**src/psp_pkg.sv**
```systemverilog
package psp_pkg;

    localparam int DATA_W = 32;
    localparam int ROOT_W = 32;
    localparam int SQ_W   = 2 * ROOT_W;
    localparam int OUT_W  = 34;

    // One classified item handed from the front to the back
    typedef struct packed {
        logic signed [DATA_W-1:0] center;
        logic [DATA_W-1:0]        off_mag;
        logic [DATA_W-1:0]        shear_mag;
        logic signed [DATA_W-1:0] zz;
    } t_job;

    // Queue status seen by the top level
    typedef struct packed {
        logic full;
        logic empty;
    } t_q_stat;

endpackage

```
**src/psp_queue.sv**
```systemverilog
module psp_queue
    import psp_pkg::*;
#(
    parameter int DEPTH = 2
) (
    input  logic    i_clk,
    input  logic    i_rst_n,
    input  logic    i_push,
    input  t_job    i_job,
    input  logic    i_pop,
    output t_job    o_job,
    output t_q_stat o_stat
);

    localparam int PTR_W = $clog2(DEPTH);
    localparam int CNT_W = $clog2(DEPTH + 1);

    t_job             r_mem [DEPTH];
    logic [PTR_W-1:0] r_wr_ptr;
    logic [PTR_W-1:0] r_rd_ptr;
    logic [CNT_W-1:0] r_count;
    logic [PTR_W-1:0] n_wr_ptr;
    logic [PTR_W-1:0] n_rd_ptr;
    logic [CNT_W-1:0] n_count;
    logic             w_push;
    logic             w_pop;

    assign o_stat.full  = (r_count == CNT_W'(DEPTH));
    assign o_stat.empty = (r_count == '0);
    assign o_job        = r_mem[r_rd_ptr];
    assign w_push       = i_push && !o_stat.full;
    assign w_pop        = i_pop && !o_stat.empty;

    // Advance pointers with wrap and track the fill level
    always_comb begin
        n_wr_ptr = r_wr_ptr;
        n_rd_ptr = r_rd_ptr;
        n_count  = r_count;
        if (w_push) begin
            n_wr_ptr = (r_wr_ptr == PTR_W'(DEPTH - 1)) ? '0 : r_wr_ptr + 1'b1;
        end
        if (w_pop) begin
            n_rd_ptr = (r_rd_ptr == PTR_W'(DEPTH - 1)) ? '0 : r_rd_ptr + 1'b1;
        end
        if (w_push && !w_pop) begin
            n_count = r_count + 1'b1;
        end else if (w_pop && !w_push) begin
            n_count = r_count - 1'b1;
        end
    end

    always_ff @(posedge i_clk) begin
        if (!i_rst_n) begin
            r_wr_ptr <= '0;
            r_rd_ptr <= '0;
            r_count  <= '0;
        end else begin
            r_wr_ptr <= n_wr_ptr;
            r_rd_ptr <= n_rd_ptr;
            r_count  <= n_count;
        end
    end

    // Store the pushed item
    always_ff @(posedge i_clk) begin
        if (w_push) begin
            r_mem[r_wr_ptr] <= i_job;
        end
    end

endmodule

```
**config.mk**
```make
export PLATFORM = sky130hd
export DESIGN_NAME = psp_queue
export DESIGN_NICKNAME = d
export VERILOG_FILES = /design/src/psp_pkg.sv /design/src/psp_queue.sv
export SDC_FILE = /design/constraint.sdc
export NUM_CORES = 1
export LEC_CHECK = 0
export BUFFER_PORTS_ARGS = -buffer_cell sky130_fd_sc_hd__buf_2
export CORE_UTILIZATION = 50
export DETAILED_ROUTE_END_ITERATION = 10
export PLACE_DENSITY = 0.74
export SETUP_SLACK_MARGIN = 0.1
export SYNTH_ARGS = -nofsm -noshare
export SYNTH_HDL_FRONTEND = slang
export SYNTH_SLANG_ARGS = --single-unit
```
**constraint.sdc**
```tcl
create_clock -name i_clk -period 7.05 [get_ports i_clk]
set_clock_uncertainty 0.2 [all_clocks]
set_input_delay 0.705 -clock i_clk [delete_from_list [all_inputs] [get_ports i_clk]]
set_output_delay 0.705 -clock i_clk [all_outputs]
set_load 0.005 [all_outputs]
```
# Word level (Yosys, flattened, before mapping)
# Memory sizes are Yosys's and may differ from the RTL's. A register that Yosys moved wholly into a read port is not among the register bits.
# Index checks and enable logic that the tools add are counted.
# totals
regBits,4
inputBits,132
mem_count,1
ramBits,256
latch_bits,0
output_inout_bits,130
mem_bits_ro,0
wordCells,27
# mem_list
name,words,word_bits,rd,rd_clocked_by_memory_dff,write_ports,line,text
r_mem,2,128,1,1,1,psp_queue.sv:18,t_job r_mem [DEPTH];
# op_classes
muxes,8
eq_ne,1
mul,0
n_addsub,4
order_cmp,0
bitwise,0
n_shift,0
div_mod_pow,0
reduce_logical,10
# ops
op,n
$mux 1,6
$logic_and 1x1->1,4
$logic_not 1->1,4
$mux 2,2
$add 1x1->1 const B,2
$add 2x1->2 const B,1
$eq 2x2->1 const B,1
$logic_not 2->1,1
$reduce_bool 2->1,1
$sub 2x1->2 const B,1

# Longest topological paths before layout
# logic_depth
depth_word,7
mapped_depth,7
depth_no_buf,7

# Worst setup path before layout
# OpenSTA, ideal clock, no wires.
# synth_timing
kind,input-to-reg
startpoint,in i_push
endpoint,mem r_mem[0][0] (netlist name) (enable)
stages,2
setup_ns,0.594
t_arrival_ns,5.719
path_slack_ns,0.538
required_ns,6.256
n_path_buf,0
cell_sequence,inv_1 nor3_2
# synth_via
elab_chain_cells,3
# synth_rtl
item,line,text
"start, declared",psp_queue.sv:8,"input logic i_push,"
$logic_and 1x1->1,psp_queue.sv:31,assign w_push = i_push && !o_stat.full;
$mux 1,psp_queue.sv:66,if (w_push) begin
$mux 1 (not written as such),psp_queue.sv:67,r_mem[r_wr_ptr] <= i_job;
"end, declared",psp_queue.sv:18,
# No other way between the ends.

==> results.yml <==
power_and_ir_drop:
  p_leak_nw: 4.43
  p_per_area_nw_per_um2: 364
  vdd_drop_max_v: 0.000222
synth:
  synth_edf_count: 256
  yosys_warnings: 0
  ys_ff_latch: 261
  yosysUniqueCellTypes: 21
  seq_area_frac_synth: 0.819
  ys.flop_type: "edfxtp_1"
  async_flop_share: 0
  syn_inst: 423
  postSynthAreaPerCell_sq_um: 22.5
  syn_nets: 556
  synth_area_sq_um: 9510
route:
  wl_per_cell_um: 18.0
  firstDrtPassIters: 4
  routed_via_density: 5.06
  drt_iter0_drc: 222
  drtAntennaViolNets: 0
  drc: 0
  wl_um: 17200
  dr_total_vias: 4829
placed_design:
  numPortBuffers: 261
  hpwl_um: 11000
  place_congestion: 0.735
  dp.cells: 908
  post-place-ws_ps: 3770
final_layout:
  nNetsFinal: 836
  fin_cells: 954
  final_common_cell: "buf_2"
  utilization: 0.638
  drive_gt1_frac: 0.604
  syn_to_final_growth_pct: 25.1
  final_cell_mix: "buf_2 (261), edfxtp_1 (256), mux2_2 (128)"
sta:
  fin_crit_ps: 3790
  fin_ws_ps: 3260
  holdWs_ps: 179
  worst_pin_slew_ps: 1070
  rsz0062_at_grt: "false"
  maxSlewViolCount: 0
  fmax_mhz: 264
  setup_tns_ps: 0
  min_period_over_period: 0.538
  hold_violations: 0
  slew_headroom: 0.290
  finalSetupViolCount: 0
global_routing:
  grt_pass1_vias: 5085
  grt_max_degree: 78
  met2_usage: 0.299
  grtUsageMet3: 0.0551
  antenna_found_initial: 2
  grt_pass1_wl_um: 26200
  gr-usage-all-layers: 0.173
  gr-usage-met1: 0.208
  grt-ovfl-total: 0
  top_usage_layer: "met2"
outcome:
  status: "completed"
setup_path:
  startpoint_type: "flip-flop"
  path_cells: "buf_4, mux2_2, buf_2"
  critPathSlowestCell: "dfxtp_4"
  crit_fanout: 66
  endpoint_kind: "primary output"
  required_ps: 6140
  path_class: "flip-flop to primary output"
  critPathArrivalTime_ps: 2890
  max_stage_delay_ps: 890
clock_network:
  worstSkewPairLatency_ps: 510
  cts_tree: "built"
  cts.path.max_buffers: 3
  clkSlewWorstSetupHoldPaths_ps: 60
  ctsHoldBuffers: 0
  cts_made_buffers: 27
  htree_levels: 1
  cts_resized: 0
  postCtsSetupBuffers: 0
  cts.sinks: 261
  root_buffer: "clkbuf_16"
floorplan:
  core_area_sq_um: 18600
  start_util: 0.510
  die_x_um: 140
  dieHeight_um: 140
  rows: 50
  pin_count: 262
  dieArea_sq_um: 19600
job:
  cap_viol_max_count: 0
hold_path:
  min_path_type: "input pin to flip-flop"
[cell usage after synthesis (2+ instances only)]
cell type	instances	area share
buf_4	4	0.0032
edfxtp_1	256	0.81
xnor2_1	2	0.0018
nor2_1	2	0.00079
and2_1	3	0.0020
dfxtp_1	5	0.011
mux2_2	128	0.15
buf_6	10	0.012
[path summary, 6_finish.rpt]
check | start | to | depth (start not counted) | slack, ps
setup / recovery | flip-flop | o_job[25] | 3 | 3260
hold / removal | i_job[45] | r_mem[0][45]$_DFFE_PP_ | 1 | 180
setup reg to reg | r_count[0]$_SDFFE_PN0P_ | r_mem[1][106]$_DFFE_PP_ | 3 | 4190
hold reg to reg | r_count[1]$_SDFFE_PN0P_ | r_count[1]$_SDFFE_PN0P_ | 2 | 350
[worst max-delay path: cells and delay by family, from the launching register on]
family / cells / cell delay, ps
DFF: 1 / 890
buffers and inverters: 2 / 900
muxes: 1 / 420
[logic make-up (layout without fill, tap and decap cells)]
family	Yosys count	after routing	share of synthesized area
AO/OA/AOI/OAI	5	5	0.00342
XOR/XNOR	3	3	0.00276
adder cells (fa/ha/maj)	1	1	0.00132
buffers and inverters	16	312	0.0158
flip-flops	261	261	0.819
multiplexers	128	128	0.152
other	0	1	0
AND/OR/NAND/NOR	9	9	0.00579
[registers in the layout, summed over array words and instances (netlist names), named ones only]
register  count
r_wr_ptr      1
r_mem       256
r_rd_ptr      1
r_count       2
[per-layer routing]
layer | wire, um | share of wire | vias to the layer above
met5 | 8 | 0.00046 | -
met4 | 353 | 0.021 | 2
met3 | 1430 | 0.083 | 35
met2 | 8540 | 0.50 | 185
met1 | 6880 | 0.40 | 2362
li1 | - | - | 2245
[per-stage QoR]
stage	instance area [sq um]	power, mW
2_1_floorplan	9510	2.63
3_3_place_gp	11000	2.93
3_5_place_dp	11000	2.96
4_1_cts	11900	4.38
5_1_grt	11900	4.52
6_report	11900	4.33
[area by class of cell]
cell class	instances	area, sq um
Sequential cell	261	7790
Timing Repair Buffer	265	1340
Antenna cell	1	2.50
Tap cell	234	293
Inverter	2	7.51
Clock buffer	31	691
Multi-Input combinational cell	146	1580
Clock inverter	14	195
Fill cell	1307	6750
[power by group]
| part | internal, mW | switching [mW] | leakage [nW] | total (mW) |
|---|---|---|---|---|
| sequential | 1.95 | 0.100 | 2.43 | 2.05 |
| combinational | 0.456 | 0.407 | 1.57 | 0.864 |
| clock | 0.877 | 0.532 | 0.426 | 1.41 |
| total | 3.29 | 1.04 | 4.43 | 4.33 |
Note: power is estimated with default switching activity, not from simulation.
