[src/psp_pkg.sv]
package psp_pkg;

    localparam int DATA_W = 32;
    localparam int ROOT_W = 32;
    localparam int SQ_W   = 2 * ROOT_W;
    localparam int OUT_W  = 34;

    // One classified item handed from the front to the back
    typedef struct packed {
        logic signed [DATA_W-1:0] center;
        logic [DATA_W-1:0]        off_mag;
        logic [DATA_W-1:0]        shear_mag;
        logic signed [DATA_W-1:0] zz;
    } t_job;

    // Queue status seen by the top level
    typedef struct packed {
        logic full;
        logic empty;
    } t_q_stat;

endpackage

[src/psp_front.sv]
module psp_front
    import psp_pkg::*;
(
    input  logic signed [DATA_W-1:0] i_normal_xx,
    input  logic signed [DATA_W-1:0] i_normal_yy,
    input  logic signed [DATA_W-1:0] i_normal_zz,
    input  logic signed [DATA_W-1:0] i_shear_xy,
    output t_job                     o_job
);

    logic signed [DATA_W:0] w_sum;
    logic signed [DATA_W:0] w_off;
    logic signed [DATA_W:0] w_shear;
    logic signed [DATA_W:0] w_off_abs;
    logic signed [DATA_W:0] w_shear_abs;

    // Form the center by arithmetic shift of the exact sum, then the magnitudes
    always_comb begin
        w_sum       = {i_normal_xx[DATA_W-1], i_normal_xx}
                    + {i_normal_yy[DATA_W-1], i_normal_yy};
        o_job.center = w_sum[DATA_W:1];
        w_off       = {i_normal_xx[DATA_W-1], i_normal_xx}
                    - {w_sum[DATA_W], w_sum[DATA_W:1]};
        w_shear     = {i_shear_xy[DATA_W-1], i_shear_xy};
        w_off_abs   = w_off[DATA_W] ? -w_off : w_off;
        w_shear_abs = w_shear[DATA_W] ? -w_shear : w_shear;
        o_job.off_mag   = w_off_abs[DATA_W-1:0];
        o_job.shear_mag = w_shear_abs[DATA_W-1:0];
        o_job.zz        = i_normal_zz;
    end

endmodule

[config.mk]
export PLATFORM = sky130hd
export DESIGN_NAME = psp_front
export DESIGN_NICKNAME = d
export VERILOG_FILES = /design/src/psp_pkg.sv /design/src/psp_front.sv
export SDC_FILE = /design/constraint.sdc
export NUM_CORES = 1
export LEC_CHECK = 0
export BUFFER_PORTS_ARGS = -buffer_cell sky130_fd_sc_hd__buf_4
export CAP_MARGIN = 10
export CORE_ASPECT_RATIO = 1.1
export CORE_MARGIN = 10
export CORE_UTILIZATION = 55
export DETAILED_ROUTE_END_ITERATION = 16
export GPL_TIMING_DRIVEN = 0
export PLACE_DENSITY = 0.91
export SLEW_MARGIN = 20
export SYNTH_ARGS = -nofsm -noshare
export SYNTH_HDL_FRONTEND = slang
export SYNTH_SLANG_ARGS = --single-unit
[constraint.sdc]
create_clock -name vclk -period 10.1
set_clock_uncertainty 0.05 [all_clocks]
set_input_delay 0.505 -clock vclk [all_inputs]
set_output_delay 0.505 -clock vclk [all_outputs]
set_load 0.05 [all_outputs]
# After elaboration in Yosys (flattened, before gate mapping)
# Index checks and enable logic that the tools add are counted.
totals:
  regBits: 0
  output_inout_bits: 128
  elab_cells: 6
classes:
  addsub: 4
  n_mux: 2
op_table:
  columns: ["op", "n"]
  rows:
  - ["32-bit 2-to-1 mux", 2]
  - ["32-bit negation", 2]
  - ["32-bit by 32-bit adder with 33-bit output", 1]
  - ["32-bit by 32-bit subtractor with 33-bit output", 1]

# Logic depth before layout (Yosys ltp)
depth:
  word_depth: 4
  depth_mapped: 24

# Least setup slack after synthesis
# Ideal clock, no wire load.
synth_timing:
  kind: "in2out"
  start: "input i_normal_xx[4]"
  end: "output o_job[94] (netlist bit)"
  t_arrival_ps: 6296
  required_ps: 9545
  setup_slack_ps: 3249
  cell_stages: 22
  cell_sequence: "ha_1 -> a21o_1 -> a31o_1 -> nor2_1 -> xnor2_1 -> inv_1 -> ha_1 -> o21ai_0 -> a21oi_1 -> o22a_1 -> o221ai_1 -> a311o_1 -> a221oi_2 -> a311oi_1 -> o21bai_1 -> maj3_2 -> xor2_2 -> nor4_4 -> nand3_2 -> nor4_2 -> a21oi_1 -> xnor2_1"
synth_rtl:
  columns: ["item", "line", "text"]
  rows:
  - ["from (decl)", "psp_front.sv:4", "input logic signed [DATA_W-1:0] i_normal_xx,"]
  - ["to (decl)", "psp_front.sv:8", "output t_job o_job"]

==> run_results.csv <==
group,metric,value,unit
critical_path,crit_type,"input pin to output port",
synthesis,ys_types,91,
final_layout,finalInstanceArea,7610,µm²
placed_design,hpwl,18200,µm
grt,grt_pass1_vias,6429,
detailed_routing,ant_nets,0,
final_layout,antenna_cells,0,
clocking,post_cts_resized,0,
hold_path,hp-class,"input pin to output port",
placed_design,numPortBuffers,224,
timing,tightest_slew,695,ps
pwr,worst_ir_drop_vdd,182,µV
die,dieArea,15000,µm²
critical_path,critPathRequiredTime,9550,ps
detailed_routing,drc_errors,0,
critical_path,path_max_fanout,10,
detailed_routing,firstDrtPassIters,5,
synthesis,synth_cells,815,
die,rows,39,
run,drv_cap,0,
timing,rsz0062_at_grt,"false",
critical_path,critical_path.startpoint_type,"input pin",
die,fp.coreArea,10300,µm²
timing,drv_slew,0,
synthesis,syn-cell-area,5750,µm²
pwr,power_density,214,nW/µm²
grt,antenna_found_initial,0,
final_layout,seq_cells,0,
timing,finalCritPeriodShare,68.9,%
outcome,outcome,"completed",
detailed_routing,initialDrtViolationCount,526,
detailed_routing,drt_wl_total,20700,µm
placed_design,post_dp_cell_area,7610,µm²
critical_path,critPathCaptureType,"output port",
final_layout,n_clock_buffer,0,
clocking,ctsHoldBuffers,0,
die,start_util,55.9,%
die,die_w,118,µm
synthesis,seq_area_frac_synth,0,%
timing,slew_headroom,53.3,%
grt,gr-total-overflow,0,
timing,fmax,0.144,GHz
timing,hold_slack,1220,ps
grt,grt_max_degree,11,
die,fp.dieH,127,µm
timing,period_needed,6960,ps
final_layout,fin_nets,1222,
final_layout,drive_gt1_share,29.7,%
grt,grt.total_usage,24.7,%
synthesis,ys_warn_count,0,
pwr,power.leakage,3.55,nW
final_layout,area_delta_synth_final,32.3,%
synthesis,avgSynthCellArea,7.06,µm²
detailed_routing,routed_via_density,5.86,
die,io_pins,256,
final_layout,regArea,0,µm²
detailed_routing,vias,6922,
critical_path,cp_data_arrival_time,6400,ps
placed_design,place_congestion,0.950,
timing,setup_violations,0,
detailed_routing,wl_per_cell,17.5,µm
grt,grt_pass1_wl,32100,µm
synthesis,synth_fp_nets,996,
timing,final_hold_viol_count,0,
clocking,post_cts_buffers,0,
timing,setup_tns,0,ps
-- logic make-up (layout without fill, tap and decap cells) --
kind of cell | count (synthesis) | count (layout) | share of synthesized area (%)
adder cells (fa/ha/maj) | 69 | 69 | 14.7
AND/OR/NAND/NOR | 263 | 263 | 23.8
XOR/XNOR | 121 | 121 | 20.2
multiplexers | 8 | 8 | 1.48
buffers and inverters | 110 | 334 | 9.90
AO/OA/AOI/OAI | 244 | 244 | 29.8
-- metrics by stage --
| step | cells | util [%] | power (mW) | setup slack (ps) |
|---|---|---|---|---|
| 2_1_floorplan | 815 | - | 1.16 | 3250 |
| 3_3_place_gp | 1182 | 73.9 | 1.60 | 3350 |
| 3_5_place_dp | 1182 | 73.9 | 1.62 | 3320 |
| 4_1_cts | 1182 | 73.9 | 1.62 | 3300 |
| 5_1_grt | 1182 | 73.9 | 1.71 | 2750 |
| 6_report | 1182 | 73.9 | 1.63 | 3140 |
-- power by group --
| part | total (mW) | switching [mW] | internal, mW |
|---|---|---|---|
| registers | 0 | 0 | 0 |
| clock network | 0 | 0 | 0 |
| logic | 1.63 | 1.11 | 0.520 |
| total | 1.63 | 1.11 | 0.520 |
-- synthesized netlist by cell type, drive strengths merged (4+ instances only) --
| cell type | count | area (µm²) |
|---|---|---|
| a211oi | 12 | 108 |
| a21o | 13 | 97.6 |
| a21oi | 51 | 270 |
| a221oi | 5 | 50.0 |
| a22oi | 5 | 37.5 |
| a31o | 4 | 35.0 |
| a31oi | 9 | 77.6 |
| and2 | 13 | 81.3 |
| and3 | 5 | 31.3 |
| and4 | 4 | 35.0 |
| buf | 46 | 328 |
| clkbuf | 7 | 27.5 |
| ha | 51 | 638 |
| inv | 57 | 214 |
| maj3 | 16 | 169 |
| mux2i | 7 | 70.1 |
| nand2 | 64 | 240 |
| nand2b | 20 | 125 |
| nand3 | 19 | 100 |
| nand4 | 10 | 77.6 |
| nor2 | 66 | 248 |
| nor2b | 10 | 62.6 |
| nor3 | 14 | 75.1 |
| nor4 | 5 | 52.6 |
| o211a | 4 | 40.0 |
| o211ai | 10 | 85.1 |
| o21a | 16 | 120 |
| o21ai | 60 | 300 |
| o221ai | 4 | 41.3 |
| o31ai | 11 | 82.6 |
| o41ai | 6 | 52.6 |
| or2 | 5 | 33.8 |
| or3 | 9 | 56.3 |
| or4 | 5 | 37.5 |
| xnor2 | 82 | 718 |
| xnor3 | 7 | 158 |
| xor2 | 32 | 288 |
-- routing by layer --
metal | part of all wire (%) | wire (µm) | track usage, %
met4 | 3.3 | 685 | 8.01
met1 | 40 | 8280 | 28.0
met3 | 6.7 | 1400 | 3.44
met2 | 50 | 10300 | 46.5
met5 | 0 | 0 | 0
-- path summary, 6_finish.rpt --
check	to	depth (start not counted)	from
worst max-delay path	o_job[88]	25	i_normal_xx[5]
worst min-delay path	o_job[7]	2	i_normal_zz[7]
-- critical path: stages --
cell and delay, ps:
buf_4 120, ha_1 280, buf_4 170, a21oi_1 240
nand2_1 150, o21ai_0 470, xor2_1 230, ha_1 300
inv_1 90, a21oi_1 40, o22a_1 290, a221oi_1 530
o211a_1 250, a221oi_2 100, nor2_1 170, o221ai_2 160
a211oi_1 300, o21ai_1 110, nor2b_1 180, o21a_1 210
o41ai_1 480, buf_2 300, o21ai_0 140, xor2_1 310
buf_4 280
-- cells in the final DEF (no fill, tap or decap), types with 4 or more instances in the layout --
cell type	n
xor2_1	31
nor2b_1	10
ha_1	51
and3_1	5
o31ai_1	11
o41ai_1	6
maj3_1	9
nand3_1	18
a21oi_2	4
o21a_1	16
or4_1	5
or3_1	9
a21oi_1	47
a22oi_1	5
nand2_1	64
xnor3_1	7
nand4_1	9
mux2i_1	7
and2_1	13
maj3_2	7
o21ai_1	7
a221oi_1	4
clkbuf_1	6
nand2b_1	20
o21ai_0	53
a31oi_1	7
buf_2	7
buf_4	263
and4_1	4
o211ai_1	8
nor3_1	13
nor2_1	66
inv_1	57
xnor2_1	82
a211oi_1	10
a21o_1	13
-- cell type report --
cell class | count | area, µm²
Multi-Input combinational cell | 705 | 5180
Fill cell | 864 | 2680
Timing Repair Buffer | 224 | 1680
Buffer | 53 | 355
Inverter | 57 | 214
Tap cell | 143 | 179
No activity file was read; power rests on OpenSTA's default activity.
